File: config.mk
export PLATFORM = sky130hd
export DESIGN_NAME = sorted_key_table_flat
export DESIGN_NICKNAME = d
export VERILOG_FILES = /design/src/rtl/skt_pkg.sv /design/src/rtl/skt_if.sv /design/src/rtl/sorted_key_table.sv /design/src/rtl/skt_cell.sv /design/src/flat_wrapper.sv
export SDC_FILE = /design/constraint.sdc
export NUM_CORES = 2
export LEC_CHECK = 0
export ABC_CLOCK_PERIOD_IN_PS = 18500
export BUFFER_PORTS_ARGS = -buffer_cell sky130_fd_sc_hd__buf_4
export CAP_MARGIN = 15
export CORE_ASPECT_RATIO = 0.8
export CORE_UTILIZATION = 55
export CTS_BUF_LIST = sky130_fd_sc_hd__clkbuf_2
export DETAILED_ROUTE_END_ITERATION = 8
export HOLD_SLACK_MARGIN = 0.1
export PLACE_DENSITY = 0.71
export SETUP_SLACK_MARGIN = 0.4
export SYNTH_ARGS = -nofsm -noshare
export SYNTH_HDL_FRONTEND = slang
export SYNTH_SLANG_ARGS = --single-unit
File: constraint.sdc
create_clock -name clk -period 18.5 [get_ports clk]
set_input_delay 2.775 -clock clk [delete_from_list [all_inputs] [get_ports clk]]
set_output_delay 2.775 -clock clk [all_outputs]
set_load 0.01 [all_outputs]
File: src/rtl/skt_pkg.sv
package skt_pkg;

	// fixed field widths
	localparam int CMD_W    = 3;
	localparam int STATUS_W = 3;
	localparam int POS_W    = 4;
	localparam int CNT_W    = 5;

	// command codes
	localparam logic [CMD_W-1:0] CMD_INSERT = 3'd0;
	localparam logic [CMD_W-1:0] CMD_DELETE = 3'd1;
	localparam logic [CMD_W-1:0] CMD_FIND   = 3'd2;
	localparam logic [CMD_W-1:0] CMD_READ   = 3'd3;
	localparam logic [CMD_W-1:0] CMD_CLEAR  = 3'd4;

	// status codes
	localparam logic [STATUS_W-1:0] STATUS_OK        = 3'd0;
	localparam logic [STATUS_W-1:0] STATUS_DUPLICATE = 3'd1;
	localparam logic [STATUS_W-1:0] STATUS_FULL      = 3'd2;
	localparam logic [STATUS_W-1:0] STATUS_NOT_FOUND = 3'd3;
	localparam logic [STATUS_W-1:0] STATUS_POS_EMPTY = 3'd4;

	localparam logic [CNT_W-1:0] MAX_ENTRIES_RST = 5'd16;

	typedef enum logic [1:0] {
		ST_IDLE,
		ST_SCAN,
		ST_DONE
	} state_t;

	// per-command control broadcast to every cell
	typedef struct packed {
		logic rd_mode;  // match on position instead of key
		logic ins_en;   // apply insert shift this cycle
		logic del_en;   // apply delete shift this cycle
	} cell_ctl_t;

endpackage

File: src/rtl/skt_if.sv
// request channel: one table command
interface skt_req_if #(parameter int KW = 32, parameter int VW = 16);
	logic                      valid;
	logic                      ready;
	logic [skt_pkg::CMD_W-1:0] cmd;
	logic [KW-1:0]             key;
	logic [VW-1:0]             value_handle;
	logic [skt_pkg::POS_W-1:0] position;

	modport source (output valid, cmd, key, value_handle, position, input ready);
	modport sink   (input valid, cmd, key, value_handle, position, output ready);
endinterface

// response channel: one result per command
interface skt_rsp_if #(parameter int KW = 32, parameter int VW = 16);
	logic                         valid;
	logic                         ready;
	logic [skt_pkg::STATUS_W-1:0] status;
	logic [KW-1:0]                out_key;
	logic [VW-1:0]                out_value;
	logic [skt_pkg::CNT_W-1:0]    entry_count;

	modport source (output valid, status, out_key, out_value, entry_count, input ready);
	modport sink   (input valid, status, out_key, out_value, entry_count, output ready);
endinterface

// configuration write channel: entry limit
interface skt_cfg_if;
	logic                      valid;
	logic                      ready;
	logic [skt_pkg::CNT_W-1:0] max_entries;

	modport source (output valid, max_entries, input ready);
	modport sink   (input valid, max_entries, output ready);
endinterface

File: src/rtl/sorted_key_table.sv
// Sorted key table: a row of DEPTH cells, one entry each, kept in ascending key order.
// The request is registered on accept; the scan state walks the result link down the row.
// Done waits for any earlier response to be taken; a new request is taken only when idle.
// Insert and delete move the entries at and above the affected position together by neighbor shifts.
// Reset (arst_n low, async): table empty, entry limit 16, no response pending.
module sorted_key_table #(
	parameter int DEPTH       = 16,
	parameter int KEY_WIDTH   = 32,
	parameter int VALUE_WIDTH = 16
) (
	input  logic       clk,
	input  logic       arst_n,
	skt_req_if.sink    req_ch,
	skt_rsp_if.source  rsp_ch,
	skt_cfg_if.sink    cfg_ch
);

	localparam int SCW = $clog2(DEPTH);

	skt_pkg::state_t                 state_q;
	skt_pkg::state_t                 state_d;
	logic [SCW-1:0]                  scan_q;
	logic [skt_pkg::CNT_W-1:0]       count_q;
	logic [skt_pkg::CNT_W-1:0]       count_d;
	logic [skt_pkg::CNT_W-1:0]       max_entries_q;
	logic [skt_pkg::CNT_W-1:0]       limit;
	logic [skt_pkg::CMD_W-1:0]       cmd_q;
	logic [KEY_WIDTH-1:0]            key_q;
	logic [VALUE_WIDTH-1:0]          val_q;
	logic [skt_pkg::POS_W-1:0]       pos_q;
	logic                            out_valid_q;
	logic [skt_pkg::STATUS_W-1:0]    out_status_q;
	logic [KEY_WIDTH-1:0]            out_key_q;
	logic [VALUE_WIDTH-1:0]          out_value_q;
	logic [skt_pkg::CNT_W-1:0]       out_count_q;
	logic [skt_pkg::STATUS_W-1:0]    status_d;
	logic [KEY_WIDTH-1:0]            okey_d;
	logic [VALUE_WIDTH-1:0]          oval_d;
	logic                            accept;
	logic                            finish;
	logic                            ins_go;
	logic                            del_go;
	skt_pkg::cell_ctl_t              ctl;

	logic [KEY_WIDTH-1:0]            ckey   [DEPTH];
	logic [VALUE_WIDTH-1:0]          cval   [DEPTH];
	logic                            clt    [DEPTH];
	logic                            lfound [DEPTH];
	logic [KEY_WIDTH-1:0]            lkey   [DEPTH];
	logic [VALUE_WIDTH-1:0]          lval   [DEPTH];

	assign accept         = req_ch.valid && req_ch.ready;
	assign req_ch.ready   = (state_q == skt_pkg::ST_IDLE);
	assign cfg_ch.ready   = 1'b1;

	// limit in force: smaller of register and table depth
	assign limit = (32'(max_entries_q) < 32'(DEPTH)) ? max_entries_q
	                                                  : skt_pkg::CNT_W'(DEPTH);

	// config register
	always_ff @(posedge clk or negedge arst_n) begin
		if (!arst_n) begin
			max_entries_q <= skt_pkg::MAX_ENTRIES_RST;
		end else if (cfg_ch.valid) begin
			max_entries_q <= cfg_ch.max_entries;
		end
	end

	// held command
	always_ff @(posedge clk) begin
		if (accept) begin
			cmd_q <= req_ch.cmd;
			key_q <= req_ch.key;
			val_q <= req_ch.value_handle;
			pos_q <= req_ch.position;
		end
	end

	// result decode from the end of the link chain
	always_comb begin
		status_d = skt_pkg::STATUS_OK;
		okey_d   = '0;
		oval_d   = '0;
		count_d  = count_q;
		ins_go   = 1'b0;
		del_go   = 1'b0;
		unique case (cmd_q)
			skt_pkg::CMD_INSERT: begin
				if (lfound[DEPTH-1]) begin
					status_d = skt_pkg::STATUS_DUPLICATE;
				end else if (count_q >= limit) begin
					status_d = skt_pkg::STATUS_FULL;
				end else begin
					ins_go  = 1'b1;
					count_d = count_q + 1'b1;
				end
			end
			skt_pkg::CMD_DELETE: begin
				if (!lfound[DEPTH-1]) begin
					status_d = skt_pkg::STATUS_NOT_FOUND;
				end else begin
					del_go  = 1'b1;
					count_d = count_q - 1'b1;
				end
			end
			skt_pkg::CMD_FIND: begin
				if (!lfound[DEPTH-1]) begin
					status_d = skt_pkg::STATUS_NOT_FOUND;
				end else begin
					oval_d = lval[DEPTH-1];
				end
			end
			skt_pkg::CMD_READ: begin
				if (!lfound[DEPTH-1]) begin
					status_d = skt_pkg::STATUS_POS_EMPTY;
				end else begin
					okey_d = lkey[DEPTH-1];
					oval_d = lval[DEPTH-1];
				end
			end
			skt_pkg::CMD_CLEAR: begin
				count_d = '0;
			end
			default: begin
			end
		endcase
	end

	// sequencer: next state and cell controls
	always_comb begin
		state_d     = state_q;
		finish      = 1'b0;
		ctl.rd_mode = (cmd_q == skt_pkg::CMD_READ);
		ctl.ins_en  = 1'b0;
		ctl.del_en  = 1'b0;
		unique case (state_q)
			skt_pkg::ST_IDLE: begin
				if (accept) begin
					state_d = skt_pkg::ST_SCAN;
				end
			end
			skt_pkg::ST_SCAN: begin
				if (scan_q == '0) begin
					state_d = skt_pkg::ST_DONE;
				end
			end
			skt_pkg::ST_DONE: begin
				if (!out_valid_q || rsp_ch.ready) begin
					finish     = 1'b1;
					ctl.ins_en = ins_go;
					ctl.del_en = del_go;
					state_d    = skt_pkg::ST_IDLE;
				end
			end
			default: begin
				state_d = skt_pkg::ST_IDLE;
			end
		endcase
	end

	always_ff @(posedge clk or negedge arst_n) begin
		if (!arst_n) begin
			state_q <= skt_pkg::ST_IDLE;
		end else begin
			state_q <= state_d;
		end
	end

	// scan counter: counts down over the cells of the link chain
	always_ff @(posedge clk) begin
		if (accept) begin
			scan_q <= SCW'(DEPTH - 1);
		end else if (state_q == skt_pkg::ST_SCAN) begin
			scan_q <= scan_q - 1'b1;
		end
	end

	// entry count
	always_ff @(posedge clk or negedge arst_n) begin
		if (!arst_n) begin
			count_q <= '0;
		end else if (finish) begin
			count_q <= count_d;
		end
	end

	// response register
	always_ff @(posedge clk or negedge arst_n) begin
		if (!arst_n) begin
			out_valid_q <= 1'b0;
		end else if (finish) begin
			out_valid_q <= 1'b1;
		end else if (rsp_ch.ready) begin
			out_valid_q <= 1'b0;
		end
	end

	always_ff @(posedge clk) begin
		if (finish) begin
			out_status_q <= status_d;
			out_key_q    <= okey_d;
			out_value_q  <= oval_d;
			out_count_q  <= count_d;
		end
	end

	assign rsp_ch.valid       = out_valid_q;
	assign rsp_ch.status      = out_status_q;
	assign rsp_ch.out_key     = out_key_q;
	assign rsp_ch.out_value   = out_value_q;
	assign rsp_ch.entry_count = out_count_q;

	// row of entry cells
	for (genvar g = 0; g < DEPTH; g++) begin : g_cell
		logic [KEY_WIDTH-1:0]   pkey;
		logic [VALUE_WIDTH-1:0] pval;
		logic                   plt;
		logic [KEY_WIDTH-1:0]   nkey;
		logic [VALUE_WIDTH-1:0] nval;
		logic                   lin_found;
		logic [KEY_WIDTH-1:0]   lin_key;
		logic [VALUE_WIDTH-1:0] lin_val;

		if (g == 0) begin : g_head
			assign pkey      = ckey[g];
			assign pval      = cval[g];
			assign plt       = 1'b1;
			assign lin_found = 1'b0;
			assign lin_key   = '0;
			assign lin_val   = '0;
		end else begin : g_body
			assign pkey      = ckey[g-1];
			assign pval      = cval[g-1];
			assign plt       = clt[g-1];
			assign lin_found = lfound[g-1];
			assign lin_key   = lkey[g-1];
			assign lin_val   = lval[g-1];
		end

		if (g == DEPTH - 1) begin : g_tail
			assign nkey = ckey[g];
			assign nval = cval[g];
		end else begin : g_mid
			assign nkey = ckey[g+1];
			assign nval = cval[g+1];
		end

		skt_cell #(
			.KW  (KEY_WIDTH),
			.VW  (VALUE_WIDTH),
			.IDX (g)
		) u_cell (
			.clk           (clk),
			.cmd_key       (key_q),
			.cmd_val       (val_q),
			.cmd_pos       (pos_q),
			.count         (count_q),
			.ctl           (ctl),
			.prev_key      (pkey),
			.prev_val      (pval),
			.prev_lt       (plt),
			.next_key      (nkey),
			.next_val      (nval),
			.link_in_found (lin_found),
			.link_in_key   (lin_key),
			.link_in_val   (lin_val),
			.key_o         (ckey[g]),
			.val_o         (cval[g]),
			.lt_o          (clt[g]),
			.link_found_o  (lfound[g]),
			.link_key_o    (lkey[g]),
			.link_val_o    (lval[g])
		);
	end

endmodule

File: src/rtl/skt_cell.sv
module skt_cell #(
	parameter int KW  = 32,
	parameter int VW  = 16,
	parameter int IDX = 0
) (
	input  logic                      clk,
	input  logic [KW-1:0]             cmd_key,
	input  logic [VW-1:0]             cmd_val,
	input  logic [skt_pkg::POS_W-1:0] cmd_pos,
	input  logic [skt_pkg::CNT_W-1:0] count,
	input  skt_pkg::cell_ctl_t        ctl,
	input  logic [KW-1:0]             prev_key,
	input  logic [VW-1:0]             prev_val,
	input  logic                      prev_lt,
	input  logic [KW-1:0]             next_key,
	input  logic [VW-1:0]             next_val,
	input  logic                      link_in_found,
	input  logic [KW-1:0]             link_in_key,
	input  logic [VW-1:0]             link_in_val,
	output logic [KW-1:0]             key_o,
	output logic [VW-1:0]             val_o,
	output logic                      lt_o,
	output logic                      link_found_o,
	output logic [KW-1:0]             link_key_o,
	output logic [VW-1:0]             link_val_o
);

	logic [KW-1:0] key_q;
	logic [VW-1:0] val_q;
	logic          link_found_q;
	logic [KW-1:0] link_key_q;
	logic [VW-1:0] link_val_q;
	logic          occ;
	logic          lt;
	logic          hit;

	// local compares against the broadcast command
	assign occ = (32'(IDX) < 32'(count));
	assign lt  = occ && (key_q < cmd_key);
	assign hit = ctl.rd_mode ? (occ && (32'(IDX) == 32'(cmd_pos)))
	                         : (occ && (key_q == cmd_key));

	// result link: first hit along the chain wins
	always_ff @(posedge clk) begin
		if (link_in_found) begin
			link_found_q <= 1'b1;
			link_key_q   <= link_in_key;
			link_val_q   <= link_in_val;
		end else if (hit) begin
			link_found_q <= 1'b1;
			link_key_q   <= key_q;
			link_val_q   <= val_q;
		end else begin
			link_found_q <= 1'b0;
			link_key_q   <= '0;
			link_val_q   <= '0;
		end
	end

	// entry update: insert shifts up, delete shifts down
	always_ff @(posedge clk) begin
		if (ctl.ins_en) begin
			if (!prev_lt) begin
				key_q <= prev_key;
				val_q <= prev_val;
			end else if (!lt) begin
				key_q <= cmd_key;
				val_q <= cmd_val;
			end
		end else if (ctl.del_en) begin
			if (!lt) begin
				key_q <= next_key;
				val_q <= next_val;
			end
		end
	end

	assign key_o        = key_q;
	assign val_o        = val_q;
	assign lt_o         = lt;
	assign link_found_o = link_found_q;
	assign link_key_o   = link_key_q;
	assign link_val_o   = link_val_q;

endmodule

File: src/flat_wrapper.sv
// flat-port wrapper written by rule: the top's interface ports become plain ports
module sorted_key_table_flat 
#(
	parameter int DEPTH       = 16,
	parameter int KEY_WIDTH   = 32,
	parameter int VALUE_WIDTH = 16
)
  (clk, arst_n, req_ch_valid, req_ch_cmd, req_ch_key, req_ch_value_handle, req_ch_position, req_ch_ready, rsp_ch_valid, rsp_ch_status, rsp_ch_out_key, rsp_ch_out_value, rsp_ch_entry_count, rsp_ch_ready, cfg_ch_valid, cfg_ch_max_entries, cfg_ch_ready);
  skt_req_if #(.KW((32)), .VW((16))) req_ch_i ();
  skt_rsp_if #(.KW((32)), .VW((16))) rsp_ch_i ();
  skt_cfg_if cfg_ch_i ();
  input  logic clk;
  input  logic arst_n;
  input wire logic [$bits(req_ch_i.valid)-1:0] req_ch_valid;
  input wire logic [$bits(req_ch_i.cmd)-1:0] req_ch_cmd;
  input wire logic [$bits(req_ch_i.key)-1:0] req_ch_key;
  input wire logic [$bits(req_ch_i.value_handle)-1:0] req_ch_value_handle;
  input wire logic [$bits(req_ch_i.position)-1:0] req_ch_position;
  output wire logic [$bits(req_ch_i.ready)-1:0] req_ch_ready;
  output wire logic [$bits(rsp_ch_i.valid)-1:0] rsp_ch_valid;
  output wire logic [$bits(rsp_ch_i.status)-1:0] rsp_ch_status;
  output wire logic [$bits(rsp_ch_i.out_key)-1:0] rsp_ch_out_key;
  output wire logic [$bits(rsp_ch_i.out_value)-1:0] rsp_ch_out_value;
  output wire logic [$bits(rsp_ch_i.entry_count)-1:0] rsp_ch_entry_count;
  input wire logic [$bits(rsp_ch_i.ready)-1:0] rsp_ch_ready;
  input wire logic [$bits(cfg_ch_i.valid)-1:0] cfg_ch_valid;
  input wire logic [$bits(cfg_ch_i.max_entries)-1:0] cfg_ch_max_entries;
  output wire logic [$bits(cfg_ch_i.ready)-1:0] cfg_ch_ready;
  assign req_ch_i.valid = req_ch_valid;
  assign req_ch_i.cmd = req_ch_cmd;
  assign req_ch_i.key = req_ch_key;
  assign req_ch_i.value_handle = req_ch_value_handle;
  assign req_ch_i.position = req_ch_position;
  assign req_ch_ready = req_ch_i.ready;
  assign rsp_ch_valid = rsp_ch_i.valid;
  assign rsp_ch_status = rsp_ch_i.status;
  assign rsp_ch_out_key = rsp_ch_i.out_key;
  assign rsp_ch_out_value = rsp_ch_i.out_value;
  assign rsp_ch_entry_count = rsp_ch_i.entry_count;
  assign rsp_ch_i.ready = rsp_ch_ready;
  assign cfg_ch_i.valid = cfg_ch_valid;
  assign cfg_ch_i.max_entries = cfg_ch_max_entries;
  assign cfg_ch_ready = cfg_ch_i.ready;
  sorted_key_table #(.DEPTH(DEPTH), .KEY_WIDTH(KEY_WIDTH), .VALUE_WIDTH(VALUE_WIDTH)) u_core (.clk(clk), .arst_n(arst_n), .req_ch(req_ch_i), .rsp_ch(rsp_ch_i), .cfg_ch(cfg_ch_i));
endmodule
==> summary.md <==
| Metric | Value |
|---|---|
| Critical path class | `flop to flop` |
| Initial core utilization | `55.4%` |
| Hold Path End | `u_core.g_cell[6].u_cell.link_key_o[27]$_DFF_P_` |
| Sw frac | `28.9%` |
| Final critical-path required period | `6.44 ns` |
| Power per Cell Area | `85.5 mW/mm2` |
| DRC | `0` |
| Clock power frac | `34.2%` |
| Reg clk slew, reported paths | `0.10 ns` |
| Die width | `426 um` |
| R2R Setup Slk | `12.06 ns` |
| Cell Area, Synth | `0.0791 mm2` |
| NetSw | `2.12 mW` |
| Crit Reg-Reg Endpoint | `u_core.g_cell[1].u_cell.key_o[14]$_DFFE_PP_` |
| FILL cells | `11,700` |
| PostCTS Resize Cnt | `0` |
| RSZ-0062 raised after global routing | `no` |
| Ys flop type | `edfxtp_1` |
| Combinational share of power | `11.2%` |
| Power share of the sequential group | `54.6%` |
| FF+latch count, synth | `1,680` |
| Internal | `5.22 mW` |
| Crit path DAT | `7.98 ns` |
| Unique masters post-synth | `66` |
| First-pass GRT wire length | `347 mm` |
| CTS tree | `built` |
| RR Startpoint | `u_core.count_q[0]$_DFFE_PN0P_` |
| Ys Warns | `0` |
| HP Start | `u_core.g_cell[5].u_cell.link_key_o[27]$_DFF_P_` |
| Row count | `124` |
| Maximum VDD drop | `0.0737 mV` |
| Final WL | `229 mm` |
| I/O pins | `124` |
| Total gr overflow | `0` |
| Core area | `0.143 mm2` |
| Slew @ Worst Pin | `1.27 ns` |
| Yosys top cell by area | `edfxtp_1` |
| DP Wirelength | `161 mm` |
| Area of the die | `0.145 mm2` |
| Final TNS setup | `0 ns` |
| CP required | `20.04 ns` |
| WL/cell | `23.9 um` |
| # Max-Cap Violations | `0` |
| Number of DRC markers in iteration 0 | `7,440` |
| Hold_buf cts | `0` |
| Final setup vio count | `0` |
| # Post-CTS Setup Buffers | `0` |
| Input/output buffers | `122` |
| Number of global-route vias before repair | `56,800` |
| Fmax | `155 MHz` |
| Post-Syn Nets | `7,784` |
| Post-synth EDFFs | `879` |
| Die Y | `341 um` |
| Fin Hold WS | `0.411 ns` |
| Max clock buf depth | `4` |
| Gp weighted congestion | `0.927` |
| Leakage | `34.6 nW` |
| Rel. slew slack | `15.3%` |
| Sink Count | `1,680` |
| Crit Path Max Fanout | `220` |
| Status | `completed` |
| Crit end category | `flop` |
| Final Hold Vio Count | `0` |
| Mapped Cells | `7,198` |
| FFs w/ async S/R, synth | `0.774%` |
| Hold Path Class | `flop to flop` |
| DR pass1 iterations | `8` |
| Synth Area per Inst | `11.0 um2` |
| Nets@finish | `7,898` |
| Startpoint Class | `flop` |
| Routed Antenna Nets | `0` |
| Largest net degree at the start of global routing | `222` |
| Core Util, Final | `60.1%` |
| Tcrit/Tclk final | `34.8%` |
| WHS Path Cells | `1` |
| H-tree depth | `5` |
| Sequential share of the synthesized area | `53.7%` |
| Skew-Pair Late Insertion Delay | `1.79 ns` |
| Fraction of layout cells with a size suffix above 1 | `14.8%` |
| Vias | `60,500` |
| Final Skew | `0.116 ns` |
| Global Route Usage Sum | `30.6%` |
| Root buf cell | `clkbuf_2` |
| R2R cell count | `12` |
| Layout Area Growth over Synthesis | `8.55%` |
| Top post-synthesis cells by area | `edfxtp_1, dfxtp_1, ha_1` |
| CTS Buf Count | `421` |
| Via/cell ratio | `6.32` |
| Initial antenna violation count | `4` |
| Final-report max-slew violation count | `0` |
| Top cell type's share of synthesized area | `33.4%` |
placed cells by master, fill, tap and decap left out, types with 10 or more instances in the layout:
cell type / synthesis / final
and3_1: 33 / 33
nor2_1: 259 / 257
a211oi_1: 21 / 13
nor3_2: 1 / 12
nor3_1: 44 / 32
o21ai_0: 215 / 214
clkinv_1: 0 / 64
or3_1: 346 / 346
and2_1: 66 / 65
edfxtp_1: 879 / 879
and4_1: 18 / 18
ha_1: 521 / 521
inv_1: 66 / 65
o211ai_1: 359 / 359
nand4_1: 110 / 110
clkbuf_2: 0 / 688
diode_2: 0 / 28
o21ai_1: 11 / 10
a21o_1: 64 / 64
dfxtp_2: 0 / 15
o22ai_4: 0 / 12
nand3_1: 369 / 368
a22o_1: 721 / 721
buf_4: 4 / 273
dfxtp_1: 788 / 773
a21oi_1: 398 / 389
mux2_2: 52 / 52
mux2i_1: 337 / 337
nand2b_1: 14 / 14
nor2b_1: 39 / 39
dfrtp_1: 12 / 12
or2_2: 20 / 20
nand2_1: 723 / 723
a2111oi_0: 11 / 11
state kept, by name (all words and copies together) (netlist names):
signal and flops:
u_core.max_entries_q 5, u_core.g_cell.u_cell.link_val_o 256, u_core.scan_q 4, u_core.pos_q 4, u_core.g_cell.u_cell.val_o 256, u_core.count_q 5, u_core.rsp_ch.valid 1, u_core.key_q 32
u_core.val_q 16, u_core.g_cell.u_cell.link_found_o 16, u_core.cmd_q 3, u_core.rsp_ch.status 3, u_core.g_cell.u_cell.link_key_o 512, u_core.rsp_ch.out_key 32, u_core.rsp_ch.out_value 16, u_core.rsp_ch.entry_count 5
u_core.state_q 2, u_core.g_cell.u_cell.key_o 512
power groups by stage:
stage | clock network [mW] | registers [mW] | logic (mW)
after floorplan | 0 | 4.03 | 0.559
after global placement | 0 | 4.09 | 0.770
after detailed placement | 0 | 4.09 | 0.799
after CTS | 2.56 | 4.00 | 0.802
after global routing | 2.74 | 4.01 | 0.887
final | 2.51 | 4.01 | 0.821
area by class of cell:
class	count	area, um2	share of cell area, %
antenna	28	70.1	0.0816
clock inverter	77	375	0.437
timing repair buffer	278	2140	2.50
sequential	1680	42500	49.5
multi-input combinational	4865	34700	40.4
tap	1890	2360	2.75
clock buffer	688	3440	4.01
inverter	66	248	0.288
through the flow:
step                      power (mW)  area, um2  setup WS, ns  cells
after floorplan                 4.59      79100         10.16   7198
after global placement          4.86      82000         11.03   8778
after detailed placement        4.89      82000         10.91   8778
after CTS                       7.36      85800         12.12   9543
after global routing            7.64      85900         11.67   9549
final                           7.34      85900         12.06   9572
layer usage:
layer | vias to the layer above | GRT usage, % | wire length (um)
li1 | 27800 | - | -
met3 | 350 | 7.58 | 25600
met4 | 2 | 9.23 | 5110
met2 | 3120 | 40.4 | 90500
met5 | - | 0.752 | 158
met1 | 29200 | 48.4 | 108000
kinds of logic after synthesis:
| logic type | count (synthesis) | synth area share [%] |
|---|---|---|
| compound gates | 1880 | 17.1 |
| xor+xnor | 3 | 0.0332 |
| fa+ha+maj | 521 | 8.24 |
| buf+inv | 653 | 3.24 |
| flops | 1680 | 53.7 |
| mux | 389 | 5.00 |
| other cells | 1 | 0.00474 |
| simple gates | 2071 | 12.7 |
how the worst max path moves through the flow:
stage | from | depth (start not counted) | slack [ns] | to
2_1_floorplan | rsp_ch_ready | 9 | 10.16 | u_core.g_cell[15].u_cell.key_o[0]$_DFFE_PP_
3_3_place_gp | rsp_ch_ready | 10 | 11.03 | u_core.g_cell[5].u_cell.key_o[3]$_DFFE_PP_
3_5_place_dp | rsp_ch_ready | 10 | 10.91 | u_core.g_cell[5].u_cell.key_o[2]$_DFFE_PP_
4_1_cts | u_core.count_q[0]$_DFFE_PN0P_ | 12 | 12.12 | u_core.g_cell[1].u_cell.key_o[14]$_DFFE_PP_
6_report | u_core.count_q[0]$_DFFE_PN0P_ | 12 | 12.06 | u_core.g_cell[1].u_cell.key_o[14]$_DFFE_PP_
5_1_grt | u_core.count_q[0]$_DFFE_PN0P_ | 12 | 11.67 | u_core.g_cell[1].u_cell.key_o[14]$_DFFE_PP_
critical path, cell delays in order (launching register included):
cell and delay [ns]:
dfrtp_1 0.75, inv_1 0.30, ha_1 0.35, nand2b_1 0.13, a31oi_1 0.24, o21ai_1 0.29, nor4_4 0.39, buf_12 0.54
buf_12 0.69, buf_4 0.96, nand2_1 0.63, or3_1 0.52, nand3_1 0.09
cells in the mapped netlist, types with 12 or more instances:
cell / instances
nor2b_1: 39
a211oi_1: 21
a21oi_1: 398
nand2b_1: 14
edfxtp_1: 879
dfxtp_1: 788
a22o_1: 721
o211ai_1: 359
nand2_1: 723
o22ai_1: 14
inv_1: 66
clkbuf_1: 495
dfrtp_1: 12
a21o_1: 64
and4_1: 18
nand3_1: 369
nand4_1: 110
ha_1: 521
and3_1: 33
or2_2: 20
nor2_1: 259
mux2_2: 52
mux2i_1: 337
o21ai_0: 215
buf_2: 79
nor3_1: 44
and2_1: 66
or3_1: 346
(Power assumes the default switching activity.)
